$ cat config.mk
export PLATFORM = sky130hd
export DESIGN_NAME = xtea_key_regs
export DESIGN_NICKNAME = d
export VERILOG_FILES = /design/src/hdl/xtea_pkg.sv /design/src/hdl/xtea_key_regs.sv
export SDC_FILE = /design/constraint.sdc
export NUM_CORES = 1
export LEC_CHECK = 0
export BUFFER_PORTS_ARGS = -buffer_cell sky130_fd_sc_hd__buf_2
export CAP_MARGIN = 20
export CORE_AREA = 4 4 161 85
export DETAILED_ROUTE_END_ITERATION = 8
export DIE_AREA = 0 0 165 89
export PLACE_DENSITY = 0.75
export SLEW_MARGIN = 20
export SYNTH_ARGS = -nofsm -noshare
export SYNTH_HDL_FRONTEND = slang
export SYNTH_SLANG_ARGS = --single-unit
$ cat constraint.sdc
create_clock -name clk -period 1.7 [get_ports clk]
set_input_delay 0.17 -clock clk [delete_from_list [all_inputs] [get_ports clk]]
set_output_delay 0.17 -clock clk [all_outputs]
set_load 0.005 [all_outputs]
$ cat src/hdl/xtea_pkg.sv
// ----------------------------------------------------------------------------
// xtea_pkg: shared types and constants of the XTEA block cipher
// Holds the round constants, the key type and the data word that moves
// from cell to cell along the round chain.
// ----------------------------------------------------------------------------
package xtea_pkg;

  // Default number of full Feistel rounds.
  localparam int ROUND_COUNT_DEF = 32;

  // The golden ratio step, and its negation, which the encrypt path subtracts.
  localparam logic [31:0] DELTA     = 32'h9E3779B9;
  localparam logic [31:0] SUM_STEP  = 32'h61C88647;

  // Register map of the configuration port.
  localparam int KEY_WORDS  = 4;
  localparam int ADDR_WIDTH = 4;

  // Direction codes of the kind field.
  localparam logic KIND_ENCRYPT = 1'b0;
  localparam logic KIND_DECRYPT = 1'b1;

  // Four key words, index 0 in the lowest slot.
  typedef logic [KEY_WORDS-1:0][31:0] key_t;

  // One block in flight together with its running sum and side bits.
  typedef struct packed {
    logic        kind;
    logic        last;
    logic [31:0] sum;
    logic [31:0] v0;
    logic [31:0] v1;
  } lane_t;

  // Start value of the decrypt sum: rounds times delta, modulo 2^32.
  function automatic logic [31:0] dec_start_sum(input int rounds);
    logic [63:0] prod;
    prod = 64'(rounds) * {32'd0, DELTA};
    return prod[31:0];
  endfunction

endpackage

$ cat src/hdl/xtea_key_regs.sv
// ----------------------------------------------------------------------------
// xtea_key_regs: key register file behind the APB-style port
// Four 32-bit key words at byte addresses 0, 4, 8 and 12, written by a
// completed write transfer and read back on prdata.
// ----------------------------------------------------------------------------
module xtea_key_regs (
  input  logic                          clk,
  input  logic                          rst_n,
  input  logic                          psel,
  input  logic                          penable,
  input  logic                          pwrite,
  input  logic [xtea_pkg::ADDR_WIDTH-1:0] paddr,
  input  logic [31:0]                   pwdata,
  output logic [31:0]                   prdata,
  output logic                          pready,
  output xtea_pkg::key_t                key
);

  xtea_pkg::key_t key_r;
  xtea_pkg::key_t key_nxt;
  logic [1:0]     word_sel;
  logic           wr_en;

  assign pready   = 1'b1;
  assign word_sel = paddr[3:2];
  assign wr_en    = psel && penable && pwrite && pready;

  // Next value of the key words on a write transfer.
  always_comb begin
    key_nxt = key_r;
    if (wr_en) begin
      key_nxt[word_sel] = pwdata;
    end
  end

  // Key storage, cleared to zero at reset.
  always_ff @(posedge clk) begin
    if (!rst_n) begin
      key_r <= '0;
    end else begin
      key_r <= key_nxt;
    end
  end

  // Read back the addressed word.
  assign prdata = key_r[word_sel];
  assign key    = key_r;

endmodule

==> results of run 1 <==
## critical path: cells and delay by family, from the launching register on
kind	cells	cell delay, ns
buffers and inverters	1	0.14
muxes	1	0.48
DFF	1	0.35
## cells by family after synthesis
| kind of cell | synth area share |
|---|---|
| simple gates | 0.117 |
| flops | 0.468 |
| mux | 0.366 |
| buf+inv | 0.0478 |
| other cells | 0.000686 |
## cell type report
| cell class | count | area share |
|---|---|---|
| Multi-Input combinational cell | 327 | 0.363 |
| Clock inverter | 12 | 0.0282 |
| Sequential cell | 128 | 0.350 |
| Inverter | 1 | 0.000513 |
| Tap cell | 170 | 0.0291 |
| Clock buffer | 20 | 0.0624 |
| Timing Repair Buffer | 214 | 0.166 |
## worst paths after layout
check                                     startpoint                    end  cells after the start
worst max-delay path            key[97]$_SDFFE_PN0P_              prdata[1]                      2
worst min-delay path                       pwdata[7]  key[103]$_SDFFE_PN0P_                      3
worst max register to register  key[97]$_SDFFE_PN0P_   key[97]$_SDFFE_PN0P_                      2
worst min register to register  key[70]$_SDFFE_PN0P_   key[70]$_SDFFE_PN0P_                      2
## power breakdown
group	switching (mW)	total, mW	internal, mW
clock network	1.37	4.07	2.69
logic	0.240	0.430	0.189
registers	0.0320	3.07	3.04
## metal layers
layer	wire, µm	vias up
li1	-	2101
met1	6880	2193
met2	7030	188
met3	1220	17
met4	134	0
met5	0	-
## per-stage QoR
stage / utilization / cells / power, mW / setup WS (ns) / area (µm²)
after global routing: 0.591 / 872 / 7.79 / 0.108 / 7310
after global placement: 0.538 / 840 / 3.55 / 0.263 / 6650
final: 0.591 / 872 / 7.57 / 0.159 / 7310
after CTS: 0.591 / 872 / 7.62 / 0.139 / 7310
after detailed placement: 0.538 / 840 / 3.57 / 0.233 / 6650
after floorplan: - / 497 / 3.39 / 0.385 / 5470
## cells in the final DEF (no fill, tap or decap)
cell / instances
nor2_4: 1
inv_2: 1
clkinv_4: 4
dfxtp_1: 128
buf_12: 8
nand2_1: 160
bufinv_16: 5
mux2i_1: 128
clkbuf_16: 17
clkbuf_1: 1
mux4_2: 32
clkinvlp_4: 1
or3_2: 1
buf_4: 9
inv_6: 1
nor3_4: 1
clkinv_2: 1
conb_1: 1
nand3_1: 1
buf_2: 197
nand4_1: 1
or2_2: 1
clkbuf_8: 2
==> results.toml, run 1 <==
[die]
dieArea_um2 = 14700
fp.dieW_um = 165
initial_core_util = 0.442
rows = 29
num_io_pins = 202
die_y_um = 89
core_area_um2 = 12400

[cells_and_area]
fill_cells = 1041
drive_gt1_frac = 0.402
largest_reg_flops = 128
syn2layout_area_growth_pct = 33.7
ff_latch_area_um2 = 2560
multi_input_area_um2 = 2660
antenna_cells = 0
nNetsFinal = 730

[timing]
fin_skew_ns = 0
setup_viol = 0
hold_viol_final = 0
grt_setup_unrepaired = "no"
fin_tns_setup_ns = 0
final.period_utilization = 0.906
fin_crit_ns = 1.54
max_freq_ghz = 0.649
drv_slew = 0
holdWs_ns = 0.0907

[clock_tree]
clockRootBuffer = "clkbuf_16"
cts-buffers-inserted = 17
hold_buffers = 0
clock_sinks = 128
cts_htree_levels = 4
ctsResizeCount = 0
post_cts_buffers = 0
cts_buffer_depth = 2
cts.clk_slew.worst_paths_ns = 0.06
cts_tree = "built"
clk_latency_ns = 0.40

[placement]
gp_congestion = 0.824
io_buffers = 198
hpwlAfterDp_um = 11200

[global_route]
grt_use_met1 = 0.270
grt_max_degree = 46
grt_pass1_wl_um = 23400
grt_overflow_total = 0
antenna_found_initial = 0
grt_pass1_vias = 4420
grt_use_total = 0.206
grt_util_met3 = 0.0622
top_usage_layer = "met2"
grt.met2_usage = 0.331

[worst_setup_path]
crit_path_cell_trace = "mux4_2 > buf_2"
worstPathArrival_ns = 1.37
required_ns = 1.53
timing.critical_path.to_type = "output port"
path_class = "flop to output port"
reg2reg_slack_ns = 1.01
start_kind = "flop"
cp_slowest_cell = "mux4_2"
slowest_delay_ns = 0.48
crit_fanout = 3

[route]
wl_um = 15300
drcViolationCount = 0
num_vias = 4499
viasPerCell = 5.16
firstDrtPassIters = 5
post_drt_wl_per_cell_um = 17.5
ant_nets = 0
drtIter0Drc = 306

[logic_synthesis]
synth_area_um2 = 5470
synthTopCellsByArea = "dfxtp_1 47%, mux2i_1 23%, mux4_2 13%"
synth.distinct_cells = 17
ys_warn_count = 0
yosysSeqAreaShare = 0.468
synth-async-reset-ratio = 0
synth_fp_nets = 538
synth_cells = 497
synth-edff-count = 0
synthTopCellsByCount = "160 x nand2_1, 128 x dfxtp_1, 128 x mux2i_1, 32 x mux4_2, 13 x clkbuf_1"
yosysTopAreaCellShare = 0.468
postSynthAreaPerCell_um2 = 11.0
ys.flop_type = "dfxtp_1"
synthMostInstantiatedCell = "nand2_1"
synth_area_leader_cell = "dfxtp_1"
ys_seq_elements = 128

[status]
status = "complete, no violations"

[power]
p_per_area_nw_per_um2 = 1030
ir_drop_v = 0.000505
leakage_nw = 3.65

[worst_hold_path]
hp-class = "primary input to flop"

[flow_run]
maxCapViolCount = 0
Note: power is estimated with default switching activity, not from simulation.
==> inputs of run 2 (changes only) <==
==> constraint.sdc (replaced) <==
create_clock -name clk -period 1.7 [get_ports clk]
set_input_delay 0.34 -clock clk [delete_from_list [all_inputs] [get_ports clk]]
set_output_delay 0.34 -clock clk [all_outputs]
set_load 0.005 [all_outputs]
==> run 2 against run 1 <==
Critical path depth stayed put. Cell area grew 4.1%. Global-route usage up 0.95 points. Worst setup slack got worse by 0.15 ns. Wire length rose by 6.2%. First-iteration DRC count rose by 2.3%. Maximum frequency down 8.9%. Power decreased by 6.3%. Combinational power grew 10%. Clock skew unchanged. Count of clock-buffer cells in the layout is 2 lower.
==> results.toml, run 2 (synthesized netlist as in run 1, its figures left out) <==
[timing]
final.period_utilization = 0.995
drv_slew = 0
fin_crit_ns = 1.69
setup_viol = 0
fin_skew_ns = 0
hold_viol_final = 0
max_freq_ghz = 0.591
holdWs_ns = 0.266
setup_ws_ns = 0.00792
grt_setup_unrepaired = "yes"

[cells_and_area]
antenna_cells = 0
largest_reg_flops = 128
ff_latch_area_um2 = 2640
nNetsFinal = 760
drive_gt1_frac = 0.514
fill_cells = 1006
syn2layout_area_growth_pct = 39.2
multi_input_area_um2 = 2660
most-common-layout-cells = "190 x buf_2, 160 x nand2_1, 128 x mux2i_1"
layout_commonest_cell = "buf_2"

[worst_hold_path]
hp-class = "primary input to flop"

[global_route]
grt_use_total = 0.215
grt_overflow_total = 0
grt_pass1_vias = 4595
grt_pass1_wl_um = 24400
antenna_found_initial = 0
grt_max_degree = 84

[route]
num_vias = 4623
firstDrtPassIters = 5
post_drt_wl_per_cell_um = 18.0
wl_um = 16200
drcViolationCount = 0
drtIter0Drc = 313
ant_nets = 0
viasPerCell = 5.13

[power]
leakage_nw = 3.82
p_per_area_nw_per_um2 = 932
p_sw_frac = 0.231
internal-power_mw = 5.46
p_switching_mw = 1.64
ir_drop_v = 0.000588
combinationalPowerShare = 0.067
power_frac_clock = 0.500
seq_power_share = 0.433

[die]
dieArea_um2 = 14700
die_y_um = 89
num_io_pins = 202
core_area_um2 = 12400
fp.dieW_um = 165
initial_core_util = 0.442
rows = 29

[clock_tree]
cts_buffer_depth = 2
clockRootBuffer = "clkbuf_16"
cts_htree_levels = 4
clk_latency_ns = 0.39
cts_tree = "built"
hold_buffers = 0
clock_sinks = 128
cts.clk_slew.worst_paths_ns = 0.06
cts-buffers-inserted = 17

[status]
status = "complete, no violations"

[worst_setup_path]
required_ns = 1.36
path_class = "flop to output port"
timing.critical_path.to_type = "output port"
crit_fanout = 3
start_kind = "flop"
worstPathArrival_ns = 1.35

[placement]
gp_congestion = 0.819
hpwlAfterDp_um = 11400
place_ws_ns = -0.0494
io_buffers = 198

[flow_run]
maxCapViolCount = 0
## run 2: final cells by class
type | count | share of cell area
multi-input cells | 327 | 0.349
flip-flops and latches | 128 | 0.347
repair buffers | 244 | 0.200
clock buffers | 18 | 0.0577
well taps | 170 | 0.0279
clock inverters | 13 | 0.0182
inverters | 1 | 0.000493
## run 2: worst max-delay path: stages (launching register included)
cell     delay (ns)
dfxtp_2        0.33
mux4_2         0.47
buf_2          0.14
## run 2: timing repair
item                                    CTS  global route
gates cloned                              1             0
setup buffers                            10            12
resized for setup                        21            51
endpoints found under the setup margin   10            29
endpoints found under the hold margin     0             0
## run 2: through the flow
stage / util / instances / power [mW] / cell area [µm²] / setup TNS, ns
after floorplan: - / 497 / 3.39 / 5470 / 0
after global placement: 0.544 / 847 / 3.57 / 6730 / -0.00689
after detailed placement: 0.544 / 847 / 3.58 / 6730 / -0.368
after CTS: 0.602 / 889 / 7.15 / 7450 / -0.0153
after global routing: 0.616 / 901 / 7.36 / 7620 / -0.351
final: 0.616 / 901 / 7.10 / 7620 / 0
## run 2: layer usage
metal	track usage	wire length, µm	vias up
li1	-	-	2158
met5	0	0	-
met3	0.0686	1350	13
met1	0.278	7150	2263
met2	0.357	7630	189
met4	0.0528	88	0
## run 2: final timing paths
kind                            cells after the start  slack [ns]                    end                   from
worst max-delay path                                2       0.008             prdata[30]  key[126]$_SDFFE_PN0P_
worst min-delay path                                3        0.27   key[40]$_SDFFE_PN0P_              pwdata[8]
worst max register to register                      4        0.86  key[100]$_SDFFE_PN0P_  key[100]$_SDFFE_PN0P_
worst min register to register                      2        0.47  key[127]$_SDFFE_PN0P_  key[127]$_SDFFE_PN0P_
## run 2: power groups by stage
stage,sequential (mW),combinational (mW),clock (mW)
2_1_floorplan,3.13,0.255,0
3_3_place_gp,3.13,0.433,0
3_5_place_dp,3.14,0.448,0
4_1_cts,3.07,0.470,3.61
5_1_grt,3.08,0.514,3.76
6_report,3.07,0.474,3.55
==> inputs of run 3 (changes only) <==
--- a/config.mk
+++ b/config.mk
@@ -10,7 +10,7 @@
 export CORE_AREA = 4 4 161 85
 export DETAILED_ROUTE_END_ITERATION = 8
 export DIE_AREA = 0 0 165 89
-export PLACE_DENSITY = 0.75
+export PLACE_DENSITY = 0.78
 export SLEW_MARGIN = 20
 export SYNTH_ARGS = -nofsm -noshare
 export SYNTH_HDL_FRONTEND = slang
==> constraint.sdc (replaced) <==
create_clock -name clk -period 1.38 [get_ports clk]
set_input_delay 0.138 -clock clk [delete_from_list [all_inputs] [get_ports clk]]
set_output_delay 0.138 -clock clk [all_outputs]
set_load 0.005 [all_outputs]
==> run 3 against run 2 <==
The run now ends with setup timing left. Hold slack lost 0.21 ns. Via count is 7.5% higher. Critical endpoint is now prdata[4]. Clock skew unchanged.
==> results.toml, run 3 (synthesized netlist as in run 1, its figures left out) <==
[status]
status = "complete, but fails checks"
violations = "setup timing"

[clock_tree]
clk_latency_ns = 0.40
cts-buffers-inserted = 17
cts.clk_slew.worst_paths_ns = 0.06
cts_buffer_depth = 2
clock_sinks = 128
cts_htree_levels = 4
clockRootBuffer = "clkbuf_16"
cts_tree = "built"
hold_buffers = 0

[global_route]
antenna_found_initial = 0
grt_overflow_total = 0
grt_max_degree = 66
grt_pass1_vias = 5113
grt_use_total = 0.230
grt_pass1_wl_um = 26200

[die]
die_y_um = 89
initial_core_util = 0.442
num_io_pins = 202
fp.dieW_um = 165
dieArea_um2 = 14700
rows = 29
core_area_um2 = 12400

[power]
ir_drop_v = 0.000675
p_per_area_nw_per_um2 = 1050
leakage_nw = 4.14
p_total_mw = 8.49

[timing]
hold_viol_final = 0
fin_crit_ns = 1.49
fin_skew_ns = 0
final.period_utilization = 1.08
grt_setup_unrepaired = "yes"
fin_tns_setup_ns = -2.43
setup_ws_ns = -0.112
drv_slew = 0
holdWs_ns = 0.0597
setup_viol = 32
max_freq_ghz = 0.670

[placement]
gp_congestion = 0.834
dpl.cell_count = 845
io_buffers = 198
placed_cell_area_um2 = 6710
hpwlAfterDp_um = 11400

[worst_setup_path]
timing.critical_path.to_type = "output port"
crit_fanout = 3
worstPathArrival_ns = 1.35
r2r-end = "key[115]$_SDFFE_PN0P_"
path_class = "flop to output port"
reg2reg_depth = 4
rr_startpoint = "key[115]$_SDFFE_PN0P_"
required_ns = 1.24
start_kind = "flop"
reg2reg_slack_ns = 0.54

[route]
drcViolationCount = 0
wl_um = 17200
num_vias = 4969
post_drt_wl_per_cell_um = 17.9
firstDrtPassIters = 5
ant_nets = 0
viasPerCell = 5.18
drtIter0Drc = 284

[cells_and_area]
largest_reg_flops = 128
nNetsFinal = 820
most-common-layout-cells = "191 x buf_2, 160 x nand2_1, 128 x mux2i_1"
fill_cells = 969
stdcell_area_um2 = 8060
syn2layout_area_growth_pct = 47.4
layout_commonest_cell = "buf_2"
drive_gt1_frac = 0.608
finalNonFillerCells = 960
antenna_cells = 0

[worst_hold_path]
hold-path-endpoint = "key[59]$_SDFFE_PN0P_"
min_from = "pwdata[27]"
whs_path_depth = 3
hp-class = "primary input to flop"

[flow_run]
maxCapViolCount = 0
[run 3: cell types whose count changed in the layout (fill, tap and decap cells not counted), moves of 2 or more]
| cell | previous run | this run |
|---|---|---|
| buf_4 | 38 | 97 |
| dfxtp_1 | 64 | 18 |
| dfxtp_2 | 64 | 110 |
| clkinv_4 | 3 | 1 |
| clkinvlp_4 | 2 | 4 |
| inv_6 | 2 | 0 |
[run 3: layer usage]
layer / track usage / share of wire / vias up
met5: 0 / 0 / -
met4: 0.0642 / 0.012 / 0
met3: 0.0723 / 0.085 / 23
met2: 0.381 / 0.47 / 236
met1: 0.294 / 0.43 / 2436
li1: - / - / 2274
[run 3: worst max path at each step]
stage                               startpoint                    to  depth (start not counted)
after detailed placement              paddr[2]  key[36]$_SDFFE_PN0P_                          5
after floorplan                       paddr[3]            prdata[19]                          3
after CTS                 key[98]$_SDFFE_PN0P_             prdata[2]                          2
final                      key[4]$_SDFFE_PN0P_             prdata[4]                          2
after global placement                paddr[2]  key[38]$_SDFFE_PN0P_                          5
after global routing      key[14]$_SDFFE_PN0P_            prdata[14]                          2
[run 3: layout make-up]
class / count / area, µm² / area share
inverters: 1 / 3.75 / 0.000465
multi-input cells: 327 / 2660 / 0.330
flip-flops and latches: 128 / 2700 / 0.335
well taps: 170 / 213 / 0.0264
clock inverters: 11 / 93.8 / 0.0116
repair buffers: 304 / 1950 / 0.242
clock buffers: 19 / 443 / 0.0549
[run 3: per-stage QoR]
step	utilization	setup WS (ns)
after floorplan	-	0.129
after global placement	0.543	0.0266
after global routing	0.652	-0.151
after detailed placement	0.543	0.00984
after CTS	0.642	-0.113
final	0.652	-0.112
[run 3: worst max-delay path, cell delays in order (launching register included)]
cell     delay (ns)
dfxtp_2        0.33
mux4_2         0.47
buf_2          0.14
[run 3: timing repair]
item / 4_1_cts / 5_1_grt
endpoints found under the hold margin: 0 / 0
setup endpoints to repair: 32 / 32
buffers inserted: 74 / 11
resized for setup: 102 / 14
pin swaps: 0 / 0
[run 3: report_power, final]
group | leakage (nW) | internal, mW | switching, mW
clock | 0.256 | 2.49 | 1.61
sequential | 1.09 | 3.75 | 0.0324
combinational | 2.80 | 0.284 | 0.323
