<file path="src/hdl/xtea_pkg.sv">
// ----------------------------------------------------------------------------
// xtea_pkg: shared types and constants of the XTEA block cipher
// Holds the round constants, the key type and the data word that moves
// from cell to cell along the round chain.
// ----------------------------------------------------------------------------
package xtea_pkg;

  // Default number of full Feistel rounds.
  localparam int ROUND_COUNT_DEF = 32;

  // The golden ratio step, and its negation, which the encrypt path subtracts.
  localparam logic [31:0] DELTA     = 32'h9E3779B9;
  localparam logic [31:0] SUM_STEP  = 32'h61C88647;

  // Register map of the configuration port.
  localparam int KEY_WORDS  = 4;
  localparam int ADDR_WIDTH = 4;

  // Direction codes of the kind field.
  localparam logic KIND_ENCRYPT = 1'b0;
  localparam logic KIND_DECRYPT = 1'b1;

  // Four key words, index 0 in the lowest slot.
  typedef logic [KEY_WORDS-1:0][31:0] key_t;

  // One block in flight together with its running sum and side bits.
  typedef struct packed {
    logic        kind;
    logic        last;
    logic [31:0] sum;
    logic [31:0] v0;
    logic [31:0] v1;
  } lane_t;

  // Start value of the decrypt sum: rounds times delta, modulo 2^32.
  function automatic logic [31:0] dec_start_sum(input int rounds);
    logic [63:0] prod;
    prod = 64'(rounds) * {32'd0, DELTA};
    return prod[31:0];
  endfunction

endpackage

</file>
<file path="src/hdl/xtea_cell.sv">
// ----------------------------------------------------------------------------
// xtea_cell: one half round of the XTEA chain
// Updates one of the two halves of the block it holds and hands the result
// to the next cell whenever the chain advances. Phase 0 cells also step
// the running sum.
// ----------------------------------------------------------------------------
module xtea_cell #(
  parameter logic PHASE = 1'b0
) (
  input  logic            clk,
  input  logic            rst_n,
  input  logic            advance,
  input  xtea_pkg::key_t  key,
  input  logic            valid_i,
  input  xtea_pkg::lane_t lane_i,
  output logic            valid_o,
  output xtea_pkg::lane_t lane_o
);

  logic            valid_r;
  logic            valid_nxt;
  xtea_pkg::lane_t lane_r;
  xtea_pkg::lane_t lane_nxt;

  logic        tgt_is_v0;
  logic [31:0] src;
  logic [31:0] tgt;
  logic [1:0]  key_idx;
  logic [31:0] mix;
  logic [31:0] round_f;
  logic [31:0] tgt_new;

  // The half being updated is v0 when direction and phase agree.
  assign tgt_is_v0 = (lane_i.kind == PHASE);
  assign src       = tgt_is_v0 ? lane_i.v1 : lane_i.v0;
  assign tgt       = tgt_is_v0 ? lane_i.v0 : lane_i.v1;
  assign key_idx   = tgt_is_v0 ? lane_i.sum[1:0] : lane_i.sum[12:11];

  // Feistel function and the add or subtract into the target half.
  assign mix     = ((src << 4) ^ (src >> 5)) + src;
  assign round_f = mix ^ (lane_i.sum + key[key_idx]);
  assign tgt_new = (lane_i.kind == xtea_pkg::KIND_DECRYPT) ? (tgt - round_f)
                                                          : (tgt + round_f);

  // Assemble the word handed to the next cell.
  always_comb begin
    lane_nxt      = lane_i;
    valid_nxt     = valid_i;
    lane_nxt.v0   = tgt_is_v0 ? tgt_new : lane_i.v0;
    lane_nxt.v1   = tgt_is_v0 ? lane_i.v1 : tgt_new;
    if (PHASE == 1'b0) begin
      lane_nxt.sum = (lane_i.kind == xtea_pkg::KIND_DECRYPT)
                   ? (lane_i.sum + xtea_pkg::SUM_STEP)
                   : (lane_i.sum - xtea_pkg::SUM_STEP);
    end
  end

  // Valid flag with reset; the payload moves with the chain only.
  always_ff @(posedge clk) begin
    if (!rst_n) begin
      valid_r <= 1'b0;
    end else if (advance) begin
      valid_r <= valid_nxt;
    end
  end

  always_ff @(posedge clk) begin
    if (advance) begin
      lane_r <= lane_nxt;
    end
  end

  assign valid_o = valid_r;
  assign lane_o  = lane_r;

endmodule

</file>
<file path="config.mk">
export PLATFORM = sky130hd
export DESIGN_NAME = xtea_cell
export DESIGN_NICKNAME = d
export VERILOG_FILES = /design/src/hdl/xtea_pkg.sv /design/src/hdl/xtea_cell.sv
export SDC_FILE = /design/constraint.sdc
export NUM_CORES = 1
export LEC_CHECK = 0
export BUFFER_PORTS_ARGS = -buffer_cell sky130_fd_sc_hd__buf_2
export CAP_MARGIN = 15
export CORE_AREA = 10 10 201 203
export DETAILED_ROUTE_END_ITERATION = 6
export DIE_AREA = 0 0 211 213
export PLACE_DENSITY = 0.58
export SLEW_MARGIN = 25
export SYNTH_ARGS = -nofsm -noshare
export SYNTH_HDL_FRONTEND = slang
export SYNTH_SLANG_ARGS = --single-unit
</file>
<file path="constraint.sdc">
create_clock -name clk -period 20.3 [get_ports clk]
set_input_delay 6.09 -clock clk [delete_from_list [all_inputs] [get_ports clk]]
set_output_delay 6.09 -clock clk [all_outputs]
set_load 0.01 [all_outputs]
</file>
==> results.json, run 1 <==
{
  "cp.arrival_ns": 14.15,
  "ys_async_sr_fraction_pct": 0,
  "yosys.cell_count.top_type": "nand2_1",
  "first_pass_iters": 5,
  "fin_crit_sh_pct": 68.8,
  "cts_setup_buffers": 0,
  "cp_slowest_cell": "or4_4",
  "crit_start": "lane_i[97]",
  "yosysWarningCount": 0,
  "fin_hold_ws_ns": 0.528,
  "synth_ff_type": "edfxtp_1",
  "drtAntennaViolNets": 0,
  "synthAdderAreaFrac_pct": 13.3,
  "synth_enable_flop_cells": 98,
  "syn_area_mm2": 0.0129,
  "ctsHoldBuffers": 0,
  "cts_tree": "built",
  "synth_mux_area_share_pct": 9.73,
  "fin_crit_ns": 13.96,
  "ios": 329,
  "die_x_um": 211,
  "synth_top_family_by_area": "compound AO/OA/AOI/OAI gates",
  "wl_per_cell_um": 19.6,
  "grt.total_usage_pct": 18.8,
  "die_y_um": 213,
  "cts_resized": 0,
  "cts.sinks": 99,
  "vias": 12100,
  "place_hpwl_um": 36800,
  "synth.ff_latch_count": 99,
  "syn_inst": 1452,
  "slew_headroom_pct": 50.1,
  "reg2reg_slack_ns": 19.71,
  "clock-root-buffer": "clkbuf_16",
  "vias_per_cell": 5.41,
  "skew_ns": 0,
  "worst_pin_slew_ns": 0.740,
  "synth.area.top_cells": "edfxtp_1 23%, ha_1 13%, xnor2_1 8.4%, mux4_2 5.6%, a21oi_1 4.9%",
  "synth_seq_area_share_pct": 23.0,
  "fin_cells": 2231,
  "drcViolationCount": 0,
  "crit_type": "in -> reg",
  "powerDensity_mw_per_mm2": 122,
  "start_util_pct": 35.5,
  "synth_compound_area_share_pct": 21.5,
  "cp-start-kind": "primary input",
  "cp-end-kind": "register",
  "required_ns": 20.50,
  "ir_drop_uv": 53.8,
  "routabilityCongestion": 0.869,
  "die_area_mm2": 0.0449,
  "overflow": 0,
  "drive_above_1_share_pct": 26.1,
  "r2r-start": "valid_o",
  "fmax_mhz": 71.6,
  "yosys.area_share.simple_pct": 17.1,
  "avgSynthCellArea_um2": 8.87,
  "cp_common_cell": "a21oi_1",
  "yosysTopAreaCell": "edfxtp_1",
  "synth_xor_area_share_pct": 12.5,
  "htreeDepth": 3,
  "clk_pin_slew_ns": 0.08,
  "max_cap_violations": 0,
  "syn_to_final_growth_pct": 19.1,
  "synthDistinctLibCells": 84,
  "first_global_vias": 12100,
  "max_stage_delay_ns": 0.62,
  "slew_violations": 0,
  "rsz0062_at_grt": "false",
  "num_rows": 70,
  "hold_viol_final": 0,
  "synth_top_area_share_pct": 22.9,
  "hold_start": "valid_o",
  "synth_nets": 1816,
  "grt_max_degree": 74,
  "leakage_nw": 7.02,
  "worst_hold_path_type": "reg -> reg",
  "synth_common_cells": "148 x nand2_1, 130 x ha_1, 126 x a21oi_1, 124 x xnor2_1",
  "status": "complete, no violations",
  "grt_pass1_wl_um": 66800,
  "fin_nets": 2120,
  "fp.coreArea_mm2": 0.0363,
  "power_mw": 1.87,
  "cts_max_path_buffers": 2,
  "numCtsBuffers": 9,
  "clkLatencyLatePin_ns": 0.35,
  "setup_violations": 0,
  "drt_iter0_markers": 766,
  "antenna_found_initial": 5,
  "dp.cells": 2213,
  "portBuffers": 328,
  "critPathMaxFanout": 50,
  "totalWireLength_um": 43700,
  "final.setup.tns_ns": 0
}
-- cell usage in the layout, fill, tap and decap left out, types with 8 or more instances in the layout --
cell type	synthesis	final
o21bai_1	9	9
and3_1	22	22
edfxtp_1	98	98
nand2b_1	12	12
nor3_1	28	28
a21oi_1	126	126
o21ai_0	63	63
mux2_2	42	42
o21a_1	18	18
a21o_1	80	80
xnor2_1	124	124
and2_1	11	11
or2_2	10	10
inv_1	54	53
nor2_1	98	98
o211ai_1	8	8
a211oi_1	14	14
ha_1	130	130
nor4_1	8	8
buf_2	2	326
xor2_1	50	50
a31oi_1	18	18
clkbuf_16	0	9
nor2b_1	31	31
nand3_1	28	28
buf_4	0	9
mux4_2	32	32
nand4_1	12	12
nand2_1	148	148
-- sequential cells by signal, indices dropped and copies added, names as in the netlist --
register	flops
lane_o	98
valid_o	1
-- report_power, final --
group | leakage [nW] | switching, mW | internal (mW)
clock network | 0.143 | 0.0870 | 0.0963
logic | 5.91 | 0.773 | 0.567
registers | 0.966 | 0.0178 | 0.332
total | 7.02 | 0.878 | 0.995
-- per-stage QoR --
stage          setup slack, ns  util, %  cell area, um2
2_1_floorplan             7.30        -           12900
3_3_place_gp              6.12     41.5           15000
3_5_place_dp              5.97     41.5           15000
4_1_cts                   6.35     42.3           15300
5_1_grt                   5.80     42.3           15300
6_report                  6.34     42.3           15300
-- path summary, 6_finish.rpt --
| kind | to | depth (start not counted) |
|---|---|---|
| min reg2reg | valid_o | 2 |
| max reg2reg | valid_o | 2 |
| min | valid_o | 2 |
| max | lane_o[63] | 29 |
-- routing by layer --
layer  routed length (um)  GRT usage [%]  vias to the layer above
met2                19300           29.7                      337
met4                  531           3.92                        4
met1                21300           25.9                     5637
met3                 2590           4.06                       36
met5                   25              0                        -
li1                     -              -                     6050
-- cell families (layout without fill, tap and decap cells) --
logic type	after synthesis	after routing
AO/OA/AOI/OAI	420	420
XOR/XNOR	178	178
adder cells (fa/ha/maj)	134	134
buffers and inverters	97	405
flip-flops	99	99
multiplexers	80	80
other	0	3
AND/OR/NAND/NOR	444	444
-- worst max-delay path: cells and delay by family --
| kind | cells | cell delay (ns) |
|---|---|---|
| compound gates | 11 | 2.72 |
| simple gates | 6 | 1.41 |
| buf+inv | 3 | 1.30 |
| mux | 3 | 1.06 |
| xor+xnor | 4 | 0.78 |
| fa+ha+maj | 2 | 0.76 |
-- final cells by class --
| type | count | area, um2 |
|---|---|---|
| Clock inverter | 5 | 61.3 |
| Fill cell | 3680 | 20900 |
| Antenna cell | 3 | 7.51 |
| Tap cell | 468 | 586 |
| Inverter | 54 | 203 |
| Sequential cell | 99 | 2960 |
| Clock buffer | 10 | 229 |
| Multi-Input combinational cell | 1256 | 9570 |
| Timing Repair Buffer | 336 | 1710 |
No activity file was read; power rests on OpenSTA's default activity.
==> inputs of run 2 (changes only) <==
==> constraint.sdc (replaced) <==
create_clock -name clk -period 14.1 [get_ports clk]
set_input_delay 4.23 -clock clk [delete_from_list [all_inputs] [get_ports clk]]
set_output_delay 4.23 -clock clk [all_outputs]
set_load 0.01 [all_outputs]
==> run 2 against run 1 <==
  * Clock-buffer cell count did not move
  * First-iteration DRC count fell by 3.3%
  * Worst setup slack got worse by 4.0 ns
  * Sequential cell count did not move
  * Core utilization barely moved
  * Critical path depth fell by 1
  * Sequential power rose by 44%
  * Power rose by 44%
  * Global-route usage fell by 0.10 points
  * Register-to-register slack got worse by 6.2 ns
  * Sequential share of layout area barely moved
  * Largest cell class unchanged
  * Highest routed layer unchanged
==> results.json, run 2 (synthesis results as in run 1) <==
{
  "status": "complete, no violations",
  "wl_met1_um": 21100,
  "vias_per_cell": 5.42,
  "dp.cells": 2212,
  "cp-end-kind": "register",
  "required_ns": 14.33,
  "dr.max_layer_used": "met5",
  "clkPwrFrac_pct": 9.8,
  "cp_common_cell": "a21oi_1",
  "htreeDepth": 3,
  "cp.arrival_ns": 11.97,
  "ir_drop_uv": 69.1,
  "cp-start-kind": "primary input",
  "cp_slowest_cell": "mux2i_4",
  "crit_type": "in -> reg",
  "max_stage_delay_ns": 0.74,
  "worst_hold_path_type": "reg -> reg",
  "totalWireLength_um": 43700,
  "cts_setup_buffers": 0,
  "sw_frac_of_total_pct": 46.9,
  "first_global_vias": 12000,
  "num_rows": 70,
  "place_hpwl_um": 36600,
  "multi_input_area_mm2": 0.00957,
  "worst_pin_slew_ns": 0.896,
  "min_path_cells": 2,
  "first_pass_iters": 5,
  "grt.total_usage_pct": 18.7,
  "hold_end": "valid_o",
  "clock-root-buffer": "clkbuf_16",
  "drcViolationCount": 0,
  "powerDensity_mw_per_mm2": 176,
  "start_util_pct": 35.5,
  "ctsHoldBuffers": 0,
  "r2r-start": "valid_o",
  "cts.sinks": 99,
  "cts_resized": 0,
  "fp.coreArea_mm2": 0.0363,
  "cts_max_path_buffers": 2,
  "ff_latch_area_mm2": 0.00296,
  "drtAntennaViolNets": 0,
  "die_area_mm2": 0.0449,
  "critPathBufInv": 2,
  "grt_pass1_wl_um": 66200,
  "die_x_um": 211,
  "reg2reg_slack_ns": 13.50,
  "hold_viol_final": 0,
  "setup_violations": 0,
  "antenna_found_initial": 7,
  "crit_start": "lane_i[97]",
  "hold_start": "valid_o",
  "drive_above_1_share_pct": 26.0,
  "wl_per_cell_um": 19.6,
  "vias": 12100,
  "rsz0062_at_grt": "false",
  "grt_max_degree": 156,
  "postLayoutCoreUtil_pct": 42.3,
  "pwr-share-seq_pct": 18.7,
  "fillCellCount": 3658,
  "pre_cts_ws_ns": 1.95,
  "numCtsBuffers": 9,
  "drt_iter0_markers": 741,
  "largest_register_ffs": 98,
  "fin_cells": 2232,
  "syn_to_final_growth_pct": 19.1,
  "cp_top_family": "compound AO/OA/AOI/OAI gates",
  "final_common_cell": "buf_2",
  "fin_crit_ns": 11.74,
  "final.setup.tns_ns": 0,
  "p_sw_mw": 1.27,
  "power_mw": 2.70,
  "critPathMaxFanout": 19,
  "wl_met2_um": 19100,
  "mostFrequentLayoutCells": "326 x buf_2, 148 x nand2_1, 130 x ha_1",
  "clkLatencyLatePin_ns": 0.38,
  "max_cap_violations": 0,
  "portBuffers": 328,
  "routabilityCongestion": 0.865,
  "clk_pin_slew_ns": 0.07,
  "skew_ns": 0,
  "r2r.worst_path.cells": 2,
  "die_y_um": 213,
  "leakage_nw": 7.02,
  "cts_tree": "built",
  "met3RoutedLength_um": 2730,
  "r2r-end": "valid_o",
  "overflow": 0,
  "fin_nets": 2119,
  "fin_crit_sh_pct": 83.3,
  "fmax_mhz": 85.2,
  "slew_violations": 0,
  "setup_ws_ns": 2.36,
  "slew_headroom_pct": 40.3,
  "p_int_mw": 1.43,
  "ios": 329,
  "combPwrFrac_pct": 71.6
}
-- run 2: changes by cell type in the layout (fill, tap and decap cells not counted), sizes merged --
cell | previous run | this run
diode | 3 | 5
buf | 336 | 335
-- run 2: worst max-delay path by stage --
stage                 endpoint  slack (ns)  depth (start not counted)
floorplan           lane_o[63]        2.96                         29
global placement    lane_o[63]        2.10                         28
detailed placement  lane_o[63]        1.95                         28
CTS                 lane_o[63]        2.34                         28
global route        lane_o[63]        1.70                         28
finish              lane_o[63]        2.36                         28
-- run 2: routing by layer --
metal  GRT usage (%)  up-vias
li1                -     6058
met1            25.3     5644
met2            29.2      352
met3            4.00       42
met4            5.77        6
met5               0        -
-- run 2: final cells by class --
cell class                 count  area share [%]
timing repair buffer         335            11.2
clock inverter                 5           0.400
antenna                        5          0.0815
tap                          468            3.82
inverter                      54            1.32
clock buffer                  10            1.49
multi-input combinational   1256            62.4
sequential                    99            19.3
-- run 2: power groups by stage --
stage	Combinational [mW]	Clock (mW)	Sequential, mW
global route	2.13	0.280	0.514
finish	1.93	0.264	0.504
detailed placement	1.92	0	0.511
floorplan	1.35	0	0.569
CTS	1.93	0.274	0.506
global placement	1.90	0	0.509
-- run 2: worst reg2reg max path, stage by stage, from the launching register on --
cell and delay [ns]:
dfxtp_1 0.31, mux2i_1 0.12, nor2b_1 0.06
-- run 2: through the flow --
step | hold WS (ns) | area, um2
final | 0.529 | 15300
after floorplan | 0.538 | 12900
after detailed placement | 0.526 | 15000
after CTS | 0.539 | 15300
after global placement | 0.492 | 15000
after global routing | 0.570 | 15300
==> inputs of run 3 (changes only) <==
--- a/config.mk
+++ b/config.mk
@@ -10,7 +10,7 @@
 export CORE_AREA = 10 10 201 203
 export DETAILED_ROUTE_END_ITERATION = 6
 export DIE_AREA = 0 0 211 213
-export PLACE_DENSITY = 0.58
+export PLACE_DENSITY = 0.6
 export SLEW_MARGIN = 25
 export SYNTH_ARGS = -nofsm -noshare
 export SYNTH_HDL_FRONTEND = slang
==> constraint.sdc (replaced) <==
create_clock -name clk -period 9.9 [get_ports clk]
set_input_delay 2.97 -clock clk [delete_from_list [all_inputs] [get_ports clk]]
set_output_delay 2.97 -clock clk [all_outputs]
set_load 0.01 [all_outputs]
==> run 3 against run 2 <==
  * Clock skew unchanged
  * Final cell count up 2.6%
  * Sequential power up 42%
  * Power grew 47%
  * Worst setup slack lost 1.9 ns
  * Hold slack improved by 0.0025 ns
  * Clock-buffer cell count is 1 higher
  * Sequential cell count unchanged
  * Wire length grew 0.99%
==> results.json, run 3 (synthesis results as in run 1) <==
{
  "status": "complete, no violations",
  "final.setup.tns_ns": 0,
  "ios": 329,
  "drtAntennaViolNets": 0,
  "fin_area_mm2": 0.0158,
  "fin_nets": 2181,
  "drcViolationCount": 0,
  "skew_ns": 0,
  "first_pass_iters": 5,
  "drive_above_1_share_pct": 28.8,
  "gr-usage-met3_pct": 4.28,
  "fp.coreArea_mm2": 0.0363,
  "ctsHoldBuffers": 0,
  "r2r-end": "valid_o",
  "numCtsBuffers": 9,
  "overflow": 0,
  "totalWireLength_um": 44100,
  "critPathMaxFanout": 9,
  "fin_crit_ns": 9.45,
  "rsz0062_at_grt": "false",
  "largest_register_ffs": 98,
  "vias_per_cell": 5.40,
  "fmax_mhz": 106,
  "start_util_pct": 35.5,
  "reg2reg_slack_ns": 9.30,
  "power_mw": 3.96,
  "htreeDepth": 3,
  "r2r-start": "valid_o",
  "powerDensity_mw_per_mm2": 250,
  "routabilityCongestion": 0.869,
  "num_rows": 70,
  "grt_use_met1_pct": 26.4,
  "clk_pin_slew_ns": 0.07,
  "cts_tree": "built",
  "setup_violations": 0,
  "grt_max_degree": 98,
  "fin_crit_sh_pct": 95.5,
  "required_ns": 10.15,
  "leakage_nw": 7.32,
  "cts.sinks": 99,
  "wl_per_cell_um": 19.3,
  "vias": 12400,
  "grt_pass1_wl_um": 67800,
  "syn_to_final_growth_pct": 22.9,
  "max_cap_violations": 0,
  "worst_hold_path_type": "reg -> reg",
  "hold_end": "valid_o",
  "postLayoutCoreUtil_pct": 43.7,
  "place_area_mm2": 0.0155,
  "antenna_found_initial": 2,
  "r2r.worst_path.cells": 2,
  "min_path_cells": 2,
  "grt.total_usage_pct": 19.1,
  "worst_pin_slew_ns": 0.844,
  "drt_iter0_markers": 615,
  "ir_drop_uv": 110,
  "final_common_cell": "buf_2",
  "die_y_um": 213,
  "slew_violations": 0,
  "portBuffers": 328,
  "clkLatencyLatePin_ns": 0.37,
  "grt_use_met2_pct": 29.3,
  "cts_max_path_buffers": 2,
  "crit_type": "in -> reg",
  "cp-end-kind": "register",
  "place_hpwl_um": 37500,
  "die_area_mm2": 0.0449,
  "busiest_layer": "met2",
  "clock-root-buffer": "clkbuf_16",
  "hold_start": "valid_o",
  "die_x_um": 211,
  "cp.arrival_ns": 9.70,
  "first_global_vias": 12300,
  "slew_headroom_pct": 43.7,
  "cp-start-kind": "primary input",
  "hold_viol_final": 0,
  "mostFrequentLayoutCells": "326 x buf_2, 148 x nand2_1, 130 x ha_1"
}
[run 3: final cells by class]
type	count	area, um2
Tap cell	468	586
Timing Repair Buffer	397	2210
Sequential cell	99	2960
Fill cell	3662	20400
Inverter	54	203
Clock inverter	5	35.0
Clock buffer	11	233
Antenna cell	1	2.50
Multi-Input combinational cell	1256	9600
[run 3: what timing repair did]
item,4_1_cts,5_1_grt
setup buffers,0,1
gates resized for setup,0,9
endpoints found under the setup margin,0,4
[run 3: stage by stage]
| step | std cells | hold WS [ns] | worst slack (ns) |
|---|---|---|---|
| after floorplan | 1452 | 0.538 | 0.0242 |
| after CTS | 2289 | 0.540 | 0.369 |
| after global placement | 2273 | 0.489 | 0.00161 |
| final | 2291 | 0.532 | 0.447 |
| after global routing | 2291 | 0.594 | 0.00564 |
| after detailed placement | 2273 | 0.521 | -0.00934 |
[run 3: per-layer routing]
metal | vias up | part of all wire [%]
met1 | 5788 | 49
met5 | - | 0.016
li1 | 6170 | -
met2 | 378 | 43
met3 | 43 | 6.2
met4 | 2 | 1.7
[run 3: critical path, cell delays in order]
cell,delay (ns)
buf_6,0.12
mux2i_4,0.30
buf_12,0.18
mux4_2,0.53
ha_1,0.32
a211oi_2,0.33
o21ai_0,0.19
nand2_1,0.13
xnor3_1,0.46
nor3_2,0.25
and3_1,0.23
and3_1,0.30
a31oi_1,0.13
xor2_1,0.17
ha_1,0.36
a21o_1,0.23
or4_1,0.39
a21oi_1,0.30
o31ai_1,0.20
a2111oi_0,0.43
buf_4,0.19
o31ai_1,0.14
o311ai_1,0.62
buf_4,0.21
[run 3: report_power, final]
group | switching [mW] | internal, mW
logic | 1.63 | 1.27
clock network | 0.176 | 0.172
registers | 0.0356 | 0.681
[run 3: worst max path at each step]
stage	cells after the start	endpoint	from	slack (ns)
after CTS	29	lane_o[63]	lane_i[97]	0.37
after global routing	28	lane_o[63]	lane_i[97]	0.006
after global placement	24	lane_o[56]	lane_i[97]	0.002
final	24	lane_o[24]	lane_i[97]	0.45
after detailed placement	29	lane_o[63]	lane_i[97]	-0.009
after floorplan	29	lane_o[63]	lane_i[97]	0.02
